[src/rtl/bf4h_pkg.sv]
// Shared constants, codes and helper functions of the bloom filter.
// No dependencies.
`default_nettype none

package bf4h_pkg;

  localparam int MAX_TABLE_BITS = 1024;
  localparam int ADDR_W = $clog2(MAX_TABLE_BITS);
  localparam int HASH_W = ADDR_W;
  localparam int SIZE_W = ADDR_W + 1;
  localparam int CFG_W  = 11;
  localparam int BYTE_W = 8;

  localparam logic [CFG_W-1:0] TABLE_SIZE_RESET = CFG_W'(100);

  localparam logic CMD_INSERT = 1'b0;
  localparam logic CMD_SEARCH = 1'b1;

  localparam logic [4:0] BASE19 = 5'd19;
  localparam logic [4:0] BASE30 = 5'd30;
  localparam logic [4:0] BASE21 = 5'd21;

  // Clamp the written size to 1 .. MAX_TABLE_BITS.
  function automatic logic [SIZE_W-1:0] eff_size(input logic [CFG_W-1:0] cfg);
    logic [SIZE_W-1:0] m;
    if (cfg == '0) begin
      m = SIZE_W'(1);
    end else if (32'(cfg) > MAX_TABLE_BITS) begin
      m = SIZE_W'(MAX_TABLE_BITS);
    end else begin
      m = SIZE_W'(cfg);
    end
    return m;
  endfunction

  // Seed of hash accumulator i (0, 1, 7, 3) reduced mod m.
  function automatic logic [HASH_W-1:0] start_sum(input logic [1:0] which,
                                                  input logic [SIZE_W-1:0] m);
    logic [SIZE_W-1:0] v;
    case (which)
      2'd0:    v = SIZE_W'(0);
      2'd1:    v = SIZE_W'(1);
      2'd2:    v = SIZE_W'(7);
      default: v = SIZE_W'(3);
    endcase
    for (int i = 0; i < 7; i++) begin
      if (v >= m) begin
        v = v - m;
      end
    end
    return HASH_W'(v);
  endfunction

  // One mod m.
  function automatic logic [HASH_W-1:0] one_mod(input logic [SIZE_W-1:0] m);
    return (m == SIZE_W'(1)) ? HASH_W'(0) : HASH_W'(1);
  endfunction

  // Power base of power accumulator i.
  function automatic logic [4:0] base_of(input logic [1:0] which);
    logic [4:0] b;
    case (which)
      2'd0:    b = BASE19;
      2'd1:    b = BASE30;
      default: b = BASE21;
    endcase
    return b;
  endfunction

endpackage

`default_nettype wire

[src/rtl/bf4h_ram.sv]
// Generic single-write, single-read RAM with registered read data.
// No dependencies.
`default_nettype none

module bf4h_ram #(
  parameter int WIDTH = 1,
  parameter int DEPTH = 1024
) (
  input  wire logic                     clk,
  input  wire logic                     we,
  input  wire logic [$clog2(DEPTH)-1:0] waddr,
  input  wire logic [WIDTH-1:0]         wdata,
  input  wire logic [$clog2(DEPTH)-1:0] raddr,
  output logic      [WIDTH-1:0]         rdata
);

  logic [WIDTH-1:0] mem_r [DEPTH];

  always_ff @(posedge clk) begin
    if (we) begin
      mem_r[waddr] <= wdata;
    end
    rdata <= mem_r[raddr];
  end

endmodule

`default_nettype wire

[src/rtl/bloom_filter_four_hash.sv]
// Top level of the four-hash bloom filter: sequencer, shared multiply-reduce
// step unit and hash registers. Depends on bf4h_pkg and bf4h_ram.
//
//   channel | ports                                        | handshake
//   --------+----------------------------------------------+---------------------------
//   input   | in_cmd, in_key_byte, in_last_byte            | transfer when start & !busy
//   result  | out_maybe_present                            | out_valid, one-cycle strobe
//   config  | cfg_wdata (table size)                       | write when cfg_we
//
// Per byte: a non-final key byte keeps busy high through four 8-step
// multiply-accumulates, each closed by an add step, then three 5-step power
// updates; no new byte is taken until busy drops. A final byte runs only the
// four multiply-accumulates, then sets its four bits (insert) or reads and
// tests them (search); the search result strobes the cycle after the last test.
// Hashing runs on the single shared step unit, one multiplier bit a cycle.
// Reset: a clearing pass walks all MAX_TABLE_BITS (1024) bits of the filter
// RAM one bit a cycle, holding busy high; config writes are taken meanwhile.
// The receiver cannot stall: each result is shown for exactly one cycle.
`default_nettype none

module bloom_filter_four_hash (
  input  wire logic                          clk,
  input  wire logic                          rst_n,
  input  wire logic                          start,
  output logic                               busy,
  input  wire logic                          in_cmd,
  input  wire logic [bf4h_pkg::BYTE_W-1:0]   in_key_byte,
  input  wire logic                          in_last_byte,
  output logic                               out_valid,
  output logic                               out_maybe_present,
  input  wire logic                          cfg_we,
  input  wire logic [bf4h_pkg::CFG_W-1:0]    cfg_wdata
);

  import bf4h_pkg::*;

  localparam int EXT_W = HASH_W + 2;
  localparam logic [2:0] JOB_LAST_SUM = 3'd3;
  localparam logic [2:0] JOB_LAST_POW = 3'd6;

  typedef enum logic [2:0] {
    ST_CLEAR,
    ST_IDLE,
    ST_MUL,
    ST_ADD,
    ST_WR,
    ST_RD,
    ST_CHK
  } state_t;

  state_t              state_r,  state_nxt;
  logic [ADDR_W-1:0]   clr_r,    clr_nxt;
  logic [SIZE_W-1:0]   size_r,   size_nxt;
  logic [HASH_W-1:0]   sum_r [4];
  logic [HASH_W-1:0]   sum_nxt [4];
  logic [HASH_W-1:0]   pow_r [3];
  logic [HASH_W-1:0]   pow_nxt [3];
  logic [HASH_W-1:0]   acc_r,    acc_nxt;
  logic [BYTE_W-1:0]   mul_r,    mul_nxt;
  logic [2:0]          cnt_r,    cnt_nxt;
  logic [2:0]          job_r,    job_nxt;
  logic [1:0]          idx_r,    idx_nxt;
  logic                cmd_r,    cmd_nxt;
  logic [BYTE_W-1:0]   byte_r,   byte_nxt;
  logic                last_r,   last_nxt;
  logic                hit_r,    hit_nxt;
  logic                out_valid_r, out_valid_nxt;
  logic                out_hit_r,   out_hit_nxt;

  // shared step unit
  logic [HASH_W-1:0]   one_m;
  logic [HASH_W-1:0]   p_sel;
  logic [EXT_W-1:0]    add_a, add_b, add_sum, red1, m_ext;
  logic [HASH_W-1:0]   step_res;

  // sequencer helpers
  logic                adv;
  logic                do_init;
  logic [SIZE_W-1:0]   init_size;
  logic [2:0]          job_n;
  logic [1:0]          pidx;

  // filter RAM
  logic                ram_we;
  logic [ADDR_W-1:0]   ram_waddr;
  logic [ADDR_W-1:0]   ram_raddr;
  logic                ram_wdata;
  logic                ram_rdata;

  assign busy              = (state_r != ST_IDLE);
  assign out_valid         = out_valid_r;
  assign out_maybe_present = out_hit_r;

  assign one_m = one_mod(size_r);
  assign m_ext = EXT_W'(size_r);

  // Pick the multiplicand: 1 mod m for the plain sum, else the matching power.
  always_comb begin
    case (job_r) inside
      3'd1, 3'd4: p_sel = pow_r[0];
      3'd2, 3'd5: p_sel = pow_r[1];
      3'd3, 3'd6: p_sel = pow_r[2];
      default:    p_sel = one_m;
    endcase
  end

  // Horner step r = 2r + bit*p, or the final accumulate sum + r; both stay
  // below 3m, so two conditional subtracts bring them back under m.
  always_comb begin
    if (state_r == ST_ADD) begin
      add_a = EXT_W'(sum_r[job_r[1:0]]);
      add_b = EXT_W'(acc_r);
    end else begin
      add_a = {1'b0, acc_r, 1'b0};
      add_b = mul_r[BYTE_W-1] ? EXT_W'(p_sel) : '0;
    end
    add_sum  = add_a + add_b;
    red1     = (add_sum >= m_ext) ? (add_sum - m_ext) : add_sum;
    step_res = (red1 >= m_ext) ? HASH_W'(red1 - m_ext) : HASH_W'(red1);
  end

  assign ram_raddr = sum_r[idx_r];
  assign ram_waddr = (state_r == ST_CLEAR) ? clr_r : sum_r[idx_r];
  assign ram_we    = (state_r == ST_CLEAR) || (state_r == ST_WR);
  assign ram_wdata = (state_r == ST_WR);

  bf4h_ram #(
    .WIDTH (1),
    .DEPTH (MAX_TABLE_BITS)
  ) u_filter (
    .clk   (clk),
    .we    (ram_we),
    .waddr (ram_waddr),
    .wdata (ram_wdata),
    .raddr (ram_raddr),
    .rdata (ram_rdata)
  );

  always_comb begin
    state_nxt     = state_r;
    clr_nxt       = clr_r;
    size_nxt      = size_r;
    sum_nxt       = sum_r;
    pow_nxt       = pow_r;
    acc_nxt       = acc_r;
    mul_nxt       = mul_r;
    cnt_nxt       = cnt_r;
    job_nxt       = job_r;
    idx_nxt       = idx_r;
    cmd_nxt       = cmd_r;
    byte_nxt      = byte_r;
    last_nxt      = last_r;
    hit_nxt       = hit_r;
    out_valid_nxt = 1'b0;
    out_hit_nxt   = out_hit_r;
    adv           = 1'b0;
    do_init       = 1'b0;
    init_size     = size_r;
    job_n         = job_r + 3'd1;
    pidx          = 2'(job_r - 3'd4);

    unique case (state_r)
      ST_CLEAR: begin
        clr_nxt = clr_r + ADDR_W'(1);
        if (clr_r == ADDR_W'(MAX_TABLE_BITS - 1)) begin
          state_nxt = ST_IDLE;
        end
      end
      ST_IDLE: begin
        if (start) begin
          cmd_nxt   = in_cmd;
          byte_nxt  = in_key_byte;
          last_nxt  = in_last_byte;
          job_nxt   = 3'd0;
          acc_nxt   = '0;
          mul_nxt   = in_key_byte;
          cnt_nxt   = 3'd7;
          state_nxt = ST_MUL;
        end
      end
      ST_MUL: begin
        acc_nxt = step_res;
        mul_nxt = mul_r << 1;
        cnt_nxt = cnt_r - 3'd1;
        if (cnt_r == 3'd0) begin
          if (job_r <= JOB_LAST_SUM) begin
            state_nxt = ST_ADD;
          end else begin
            pow_nxt[pidx] = step_res;
            adv           = 1'b1;
          end
        end
      end
      ST_ADD: begin
        sum_nxt[job_r[1:0]] = step_res;
        adv                 = 1'b1;
      end
      ST_WR: begin
        idx_nxt = idx_r + 2'd1;
        if (idx_r == 2'd3) begin
          do_init   = 1'b1;
          state_nxt = ST_IDLE;
        end
      end
      ST_RD: begin
        state_nxt = ST_CHK;
      end
      ST_CHK: begin
        hit_nxt = hit_r & ram_rdata;
        idx_nxt = idx_r + 2'd1;
        if (idx_r == 2'd3) begin
          out_valid_nxt = 1'b1;
          out_hit_nxt   = hit_r & ram_rdata;
          do_init       = 1'b1;
          state_nxt     = ST_IDLE;
        end else begin
          state_nxt = ST_RD;
        end
      end
      default: begin
        state_nxt = ST_IDLE;
      end
    endcase

    // Advance to the next job, or finish the byte.
    if (adv) begin
      if (job_r == JOB_LAST_SUM && last_r) begin
        idx_nxt   = 2'd0;
        hit_nxt   = 1'b1;
        state_nxt = (cmd_r == CMD_INSERT) ? ST_WR : ST_RD;
      end else if (job_r == JOB_LAST_POW) begin
        state_nxt = ST_IDLE;
      end else begin
        job_nxt   = job_n;
        acc_nxt   = '0;
        state_nxt = ST_MUL;
        if (job_n <= JOB_LAST_SUM) begin
          mul_nxt = byte_r;
          cnt_nxt = 3'd7;
        end else begin
          mul_nxt = {base_of(2'(job_n - 3'd4)), 3'b000};
          cnt_nxt = 3'd4;
        end
      end
    end

    // A size write drops any partial key and restarts under the new size.
    if (cfg_we) begin
      init_size = eff_size(cfg_wdata);
      size_nxt  = init_size;
      do_init   = 1'b1;
    end

    if (do_init) begin
      for (int i = 0; i < 4; i++) begin
        sum_nxt[i] = start_sum(2'(i), init_size);
      end
      for (int i = 0; i < 3; i++) begin
        pow_nxt[i] = one_mod(init_size);
      end
    end
  end

  always_ff @(posedge clk) begin
    if (!rst_n) begin
      state_r     <= ST_CLEAR;
      clr_r       <= '0;
      size_r      <= eff_size(TABLE_SIZE_RESET);
      for (int i = 0; i < 4; i++) begin
        sum_r[i] <= start_sum(2'(i), eff_size(TABLE_SIZE_RESET));
      end
      for (int i = 0; i < 3; i++) begin
        pow_r[i] <= one_mod(eff_size(TABLE_SIZE_RESET));
      end
      job_r       <= '0;
      cnt_r       <= '0;
      idx_r       <= '0;
      out_valid_r <= 1'b0;
    end else begin
      state_r     <= state_nxt;
      clr_r       <= clr_nxt;
      size_r      <= size_nxt;
      sum_r       <= sum_nxt;
      pow_r       <= pow_nxt;
      job_r       <= job_nxt;
      cnt_r       <= cnt_nxt;
      idx_r       <= idx_nxt;
      out_valid_r <= out_valid_nxt;
    end
  end

  // Payload registers: no reset needed.
  always_ff @(posedge clk) begin
    acc_r     <= acc_nxt;
    mul_r     <= mul_nxt;
    cmd_r     <= cmd_nxt;
    byte_r    <= byte_nxt;
    last_r    <= last_nxt;
    hit_r     <= hit_nxt;
    out_hit_r <= out_hit_nxt;
  end

endmodule

`default_nettype wire

[config.mk]
export PLATFORM = sky130hd
export DESIGN_NAME = bloom_filter_four_hash
export DESIGN_NICKNAME = d
export VERILOG_FILES = /design/src/rtl/bf4h_pkg.sv /design/src/rtl/bf4h_ram.sv /design/src/rtl/bloom_filter_four_hash.sv
export SDC_FILE = /design/constraint.sdc
export NUM_CORES = 2
export LEC_CHECK = 0
export ABC_CLOCK_PERIOD_IN_PS = 45500
export BUFFER_PORTS_ARGS = -buffer_cell sky130_fd_sc_hd__buf_2
export CORE_ASPECT_RATIO = 1.1
export CORE_UTILIZATION = 70
export CTS_CLUSTER_SIZE = 30
export DETAILED_ROUTE_END_ITERATION = 7
export GPL_TIMING_DRIVEN = 0
export PLACE_DENSITY_LB_ADDON = 0.05
export SLEW_MARGIN = 40
export SYNTH_ARGS = -nofsm -noshare
export SYNTH_HDL_FRONTEND = slang
export SYNTH_SLANG_ARGS = --single-unit
[constraint.sdc]
create_clock -name clk -period 45.5 [get_ports clk]
set_clock_uncertainty 0.05 [all_clocks]
set_input_delay 2.275 -clock clk [delete_from_list [all_inputs] [get_ports clk]]
set_output_delay 2.275 -clock clk [all_outputs]
set_load 0.005 [all_outputs]
==> reports/results.txt <==
The floorplan step defined a die boundary enclosing 0.0962 mm2. The layout-stage area growth over the synthesis result was 10.4%; the count of placed standard cells in the final layout, fillers left out was 7506. The share of layout cells above drive strength 1 is 0.134. Gates resized during post-CTS repair numbered 0. The tools report the total setup violations reported at the end of the flow as 0. The internal power was 3.27 mW. The number of nets still failing antenna checks after routing is 1. The placer congestion estimate came out at 1.09. The flow ran to the end, but the final reports show violations.

Worst hold-check path type: register to register. Fill cells in the final layout number 5846. Of all nets on the critical path, the largest fanout is 18. Among all flip-flop cells after synthesis, the most frequent one is sky130_fd_sc_hd__edfxtp_1. The overall die height was 325 um.

In this run the static leakage power is 25.2 nW. Reported net switching power: 2.87 mW. Routed wire length per instance: 29.5 um. Counting the buffers created by CTS gives 108.

Cell count after synthesis: 5944. The data required time at the worst endpoint is 45.89 ns. The library cell appearing most often on the critical path was sky130_fd_sc_hd__o21ai_0. For the worst-skew pair, the clock arrives at the later sink with an insertion delay of 0.74 ns. For the met3 wirelength from detailed routing, the log shows 28500 um. STA classifies the critical path startpoint as an input port. The synthesized design contains 1158 register bits. The worst slew margin relative to its limit came out at 0.338.

The kind of critical path was input port to register. The number of hold buffers added after CTS was 0. The number of global-route vias before repair is 51200.

Dividing total power by cell area gives a power density of 83.7 mW/mm2. Switching portion of total power: 0.467. Signal routing reaches up to met5. For the number of clock sinks seen by CTS, the log shows 1158.

The total count of max-transition violations in the final report was 0; the area taken by flip-flops and latches was 0.0339 mm2. The endpoint kind of the worst setup timing path was a register. Based on the critical path, the design can be clocked at up to 47.4 MHz.

Input and output buffers added on the ports amount to 26. The final route contains 53600 vias. The run gives 0.216 mV as the largest vdd supply drop. The number of antenna violations at the first check in global routing is 9.

For the core utilization of the finished layout, the log shows 0.780. In this run, the number of DRC markers left after iteration 0 of detailed routing was 8413. The root buffer cell chosen for the clock tree is sky130_fd_sc_hd__clkbuf_16. The standard cell core area is 0.0940 mm2.

The row count came out at 118. The leftover overflow at the end of global routing is 0. The clock passes through at most 3 buffers.

The number of endpoints with negative hold slack in the final report is 0. The horizontal die dimension was 296 um. The first global-routing pass estimated 321000 um of wire.

The arrival time at the worst endpoint came out at 21.51 ns. On the worst path, the slowest cell contributes a delay of 0.74 ns. TritonCTS built the clock tree. The average instance area after synthesis was 11.2 um2. Pin placement for this block handled 28 I/O pins. The power share of the sequential group was 0.198.

The clock edge transition at the registers on the reported setup and hold paths is 0.06 ns. The H-tree was split into 3 levels. The async set or reset register ratio after synthesis is 0.

Summed over all layers, the routed wires come to 222000 um. Number of maximum-capacitance constraint violations: 0. The library cell contributing the largest single delay on the critical path is sky130_fd_sc_hd__a211oi_2. Counting tap cells, the placed design contains a total of 7293 instances.

The final period demand of the worst path was 21.12 ns; the combined area of the multi-input logic cells was 0.0306 mm2. After the last flow step, the layout net total stands at 6464. The all-layer global routing usage is 0.464. The mapped netlist covers 0.0664 mm2. The number of post-CTS setup repair buffers was 0; the via-per-instance ratio was 7.14. The tools report the final sum of negative setup slack as 0 ns. The checks that failed: antenna violations. The first-pass iteration count of the detailed router was 8; the number of design rule violations left after detail routing was 0. The count of flip-flops with a built-in enable after synthesis is 1075, and the total length of routed met2 wires is 100000 um.

The starting density of the core is 0.707, and the final cycle utilization of the critical path is 0.464. Entering global routing, the biggest net connects 41 pins. The share of the yosys chip area belonging to registers was 0.511; the HPWL reported at the end of detailed placement was 154000 um. Synthesis instantiated 105 different standard cells from the library. The combinational group share of total power was 0.654. The wire length on met1 is 70300 um.

Setup repair after global routing left no endpoint under its margin. Yosys printed 0 warnings. The clock network fraction of total power came out at 0.148. At the pin with the least slew margin, the transition time is 0.993 ns.
==> cell families after synthesis <==
| kind of cell | share of synthesized area |
|---|---|
| AOI/OAI and AO/OA | 0.113 |
| muxes | 0.120 |
| and+or+nand+nor | 0.141 |
| adders and majority gates | 0.0583 |
| xor gates and xnor gates | 0.0243 |
| other | 0.000113 |
| DFF | 0.511 |
| buffers and inverters | 0.0321 |
==> layer usage <==
layer  GRT usage  vias to the layer above
li1            -                    22400
met1       0.533                    25400
met2       0.710                     4531
met3       0.141                     1216
met4       0.395                        4
met5           0                        -
==> state kept, by name, summed over array words and instances (netlist names), 2 cells and up <==
name	count
u_filter.mem_r	1024
sum_r	40
pow_r	30
size_r	11
acc_r	10
clr_r	10
byte_r	8
mul_r	8
cnt_r	3
job_r	3
state_r	3
idx_r	2
==> critical path: cells and delay by family <==
kind,cells,cell delay [ns]
xor+xnor,1,0.15
compound gates,39,9.99
buf+inv,15,4.05
simple gates,13,2.39
fa+ha+maj,7,2.57
==> final timing paths <==
path,endpoint,cells after the start,slack [ns],start
setup / recovery,sum_r[0],75,24.38,cfg_wdata[10]
hold / removal,mul_r[2],2,0.41,byte_r[2]
setup reg to reg,sum_r[0],74,25.68,size_r[2]
hold reg to reg,mul_r[2],2,0.41,byte_r[2]
==> power by group through the flow <==
stage | Clock, mW | Combinational (mW) | Sequential [mW]
global route | 0.931 | 4.27 | 1.21
detailed placement | 0 | 3.84 | 1.23
global placement | 0 | 3.72 | 1.23
finish | 0.908 | 4.01 | 1.21
floorplan | 0 | 2.76 | 1.23
CTS | 0.895 | 3.87 | 1.21
==> through the flow <==
step	setup WS (ns)	hold slack, ns	instance area (um2)	power, mW
2_1_floorplan	14.48	0.385	66500	3.98
3_3_place_gp	-2.76	0.395	68200	4.95
3_5_place_dp	23.94	0.400	69800	5.07
4_1_cts	24.68	0.411	73200	5.98
5_1_grt	23.23	0.440	73300	6.41
6_report	24.38	0.415	73300	6.14
==> cells in the mapped netlist (24+ instances only) <==
library cell	n	area share
sky130_fd_sc_hd__ha_1	273	0.051
sky130_fd_sc_hd__nand2_1	389	0.022
sky130_fd_sc_hd__or3_1	30	0.0028
sky130_fd_sc_hd__nand2b_1	50	0.0047
sky130_fd_sc_hd__mux2_2	97	0.016
sky130_fd_sc_hd__a21o_1	67	0.0076
sky130_fd_sc_hd__mux4_2	275	0.093
sky130_fd_sc_hd__nand4_1	43	0.0040
sky130_fd_sc_hd__mux2i_1	61	0.0092
sky130_fd_sc_hd__nor2b_1	65	0.0061
sky130_fd_sc_hd__o21a_1	37	0.0042
sky130_fd_sc_hd__a31oi_1	35	0.0033
sky130_fd_sc_hd__nor3_1	67	0.0050
sky130_fd_sc_hd__xor2_1	69	0.0091
sky130_fd_sc_hd__a22oi_1	152	0.017
sky130_fd_sc_hd__o211ai_1	29	0.0033
sky130_fd_sc_hd__edfxtp_1	1075	0.49
sky130_fd_sc_hd__o21ai_0	173	0.013
sky130_fd_sc_hd__nor2_1	1352	0.076
sky130_fd_sc_hd__a211oi_1	88	0.0099
sky130_fd_sc_hd__a21oi_1	264	0.020
sky130_fd_sc_hd__buf_1	90	0.0051
sky130_fd_sc_hd__nand3_1	85	0.0064
sky130_fd_sc_hd__xnor2_1	115	0.015
sky130_fd_sc_hd__and2_1	24	0.0023
sky130_fd_sc_hd__and3_1	27	0.0025
sky130_fd_sc_hd__inv_1	139	0.0079
sky130_fd_sc_hd__dfxtp_1	83	0.025
sky130_fd_sc_hd__a21boi_0	27	0.0031
sky130_fd_sc_hd__clkbuf_1	285	0.016
==> layout make-up <==
cell class | count | area share
Antenna cell | 16 | 0.000546
Multi-Input combinational cell | 4236 | 0.417
Buffer | 403 | 0.0231
Timing Repair Buffer | 88 | 0.0207
Sequential cell | 1158 | 0.463
Inverter | 148 | 0.00768
Tap cell | 1260 | 0.0215
Clock buffer | 135 | 0.0390
Clock inverter | 62 | 0.00802
==> cells in the final DEF (no fill, tap or decap), types with 110 or more instances in the layout <==
master | Yosys | routed
sky130_fd_sc_hd__mux4_2 | 275 | 275
sky130_fd_sc_hd__xnor2_1 | 115 | 115
sky130_fd_sc_hd__a22oi_1 | 152 | 152
sky130_fd_sc_hd__nand2_1 | 389 | 388
sky130_fd_sc_hd__nor2_1 | 1352 | 1347
sky130_fd_sc_hd__a21oi_1 | 264 | 264
sky130_fd_sc_hd__edfxtp_1 | 1075 | 1075
sky130_fd_sc_hd__ha_1 | 273 | 273
sky130_fd_sc_hd__o21ai_0 | 173 | 172
sky130_fd_sc_hd__clkbuf_1 | 285 | 262
sky130_fd_sc_hd__clkbuf_16 | 0 | 110
sky130_fd_sc_hd__inv_1 | 139 | 138
Note: power is estimated with default switching activity, not from simulation.
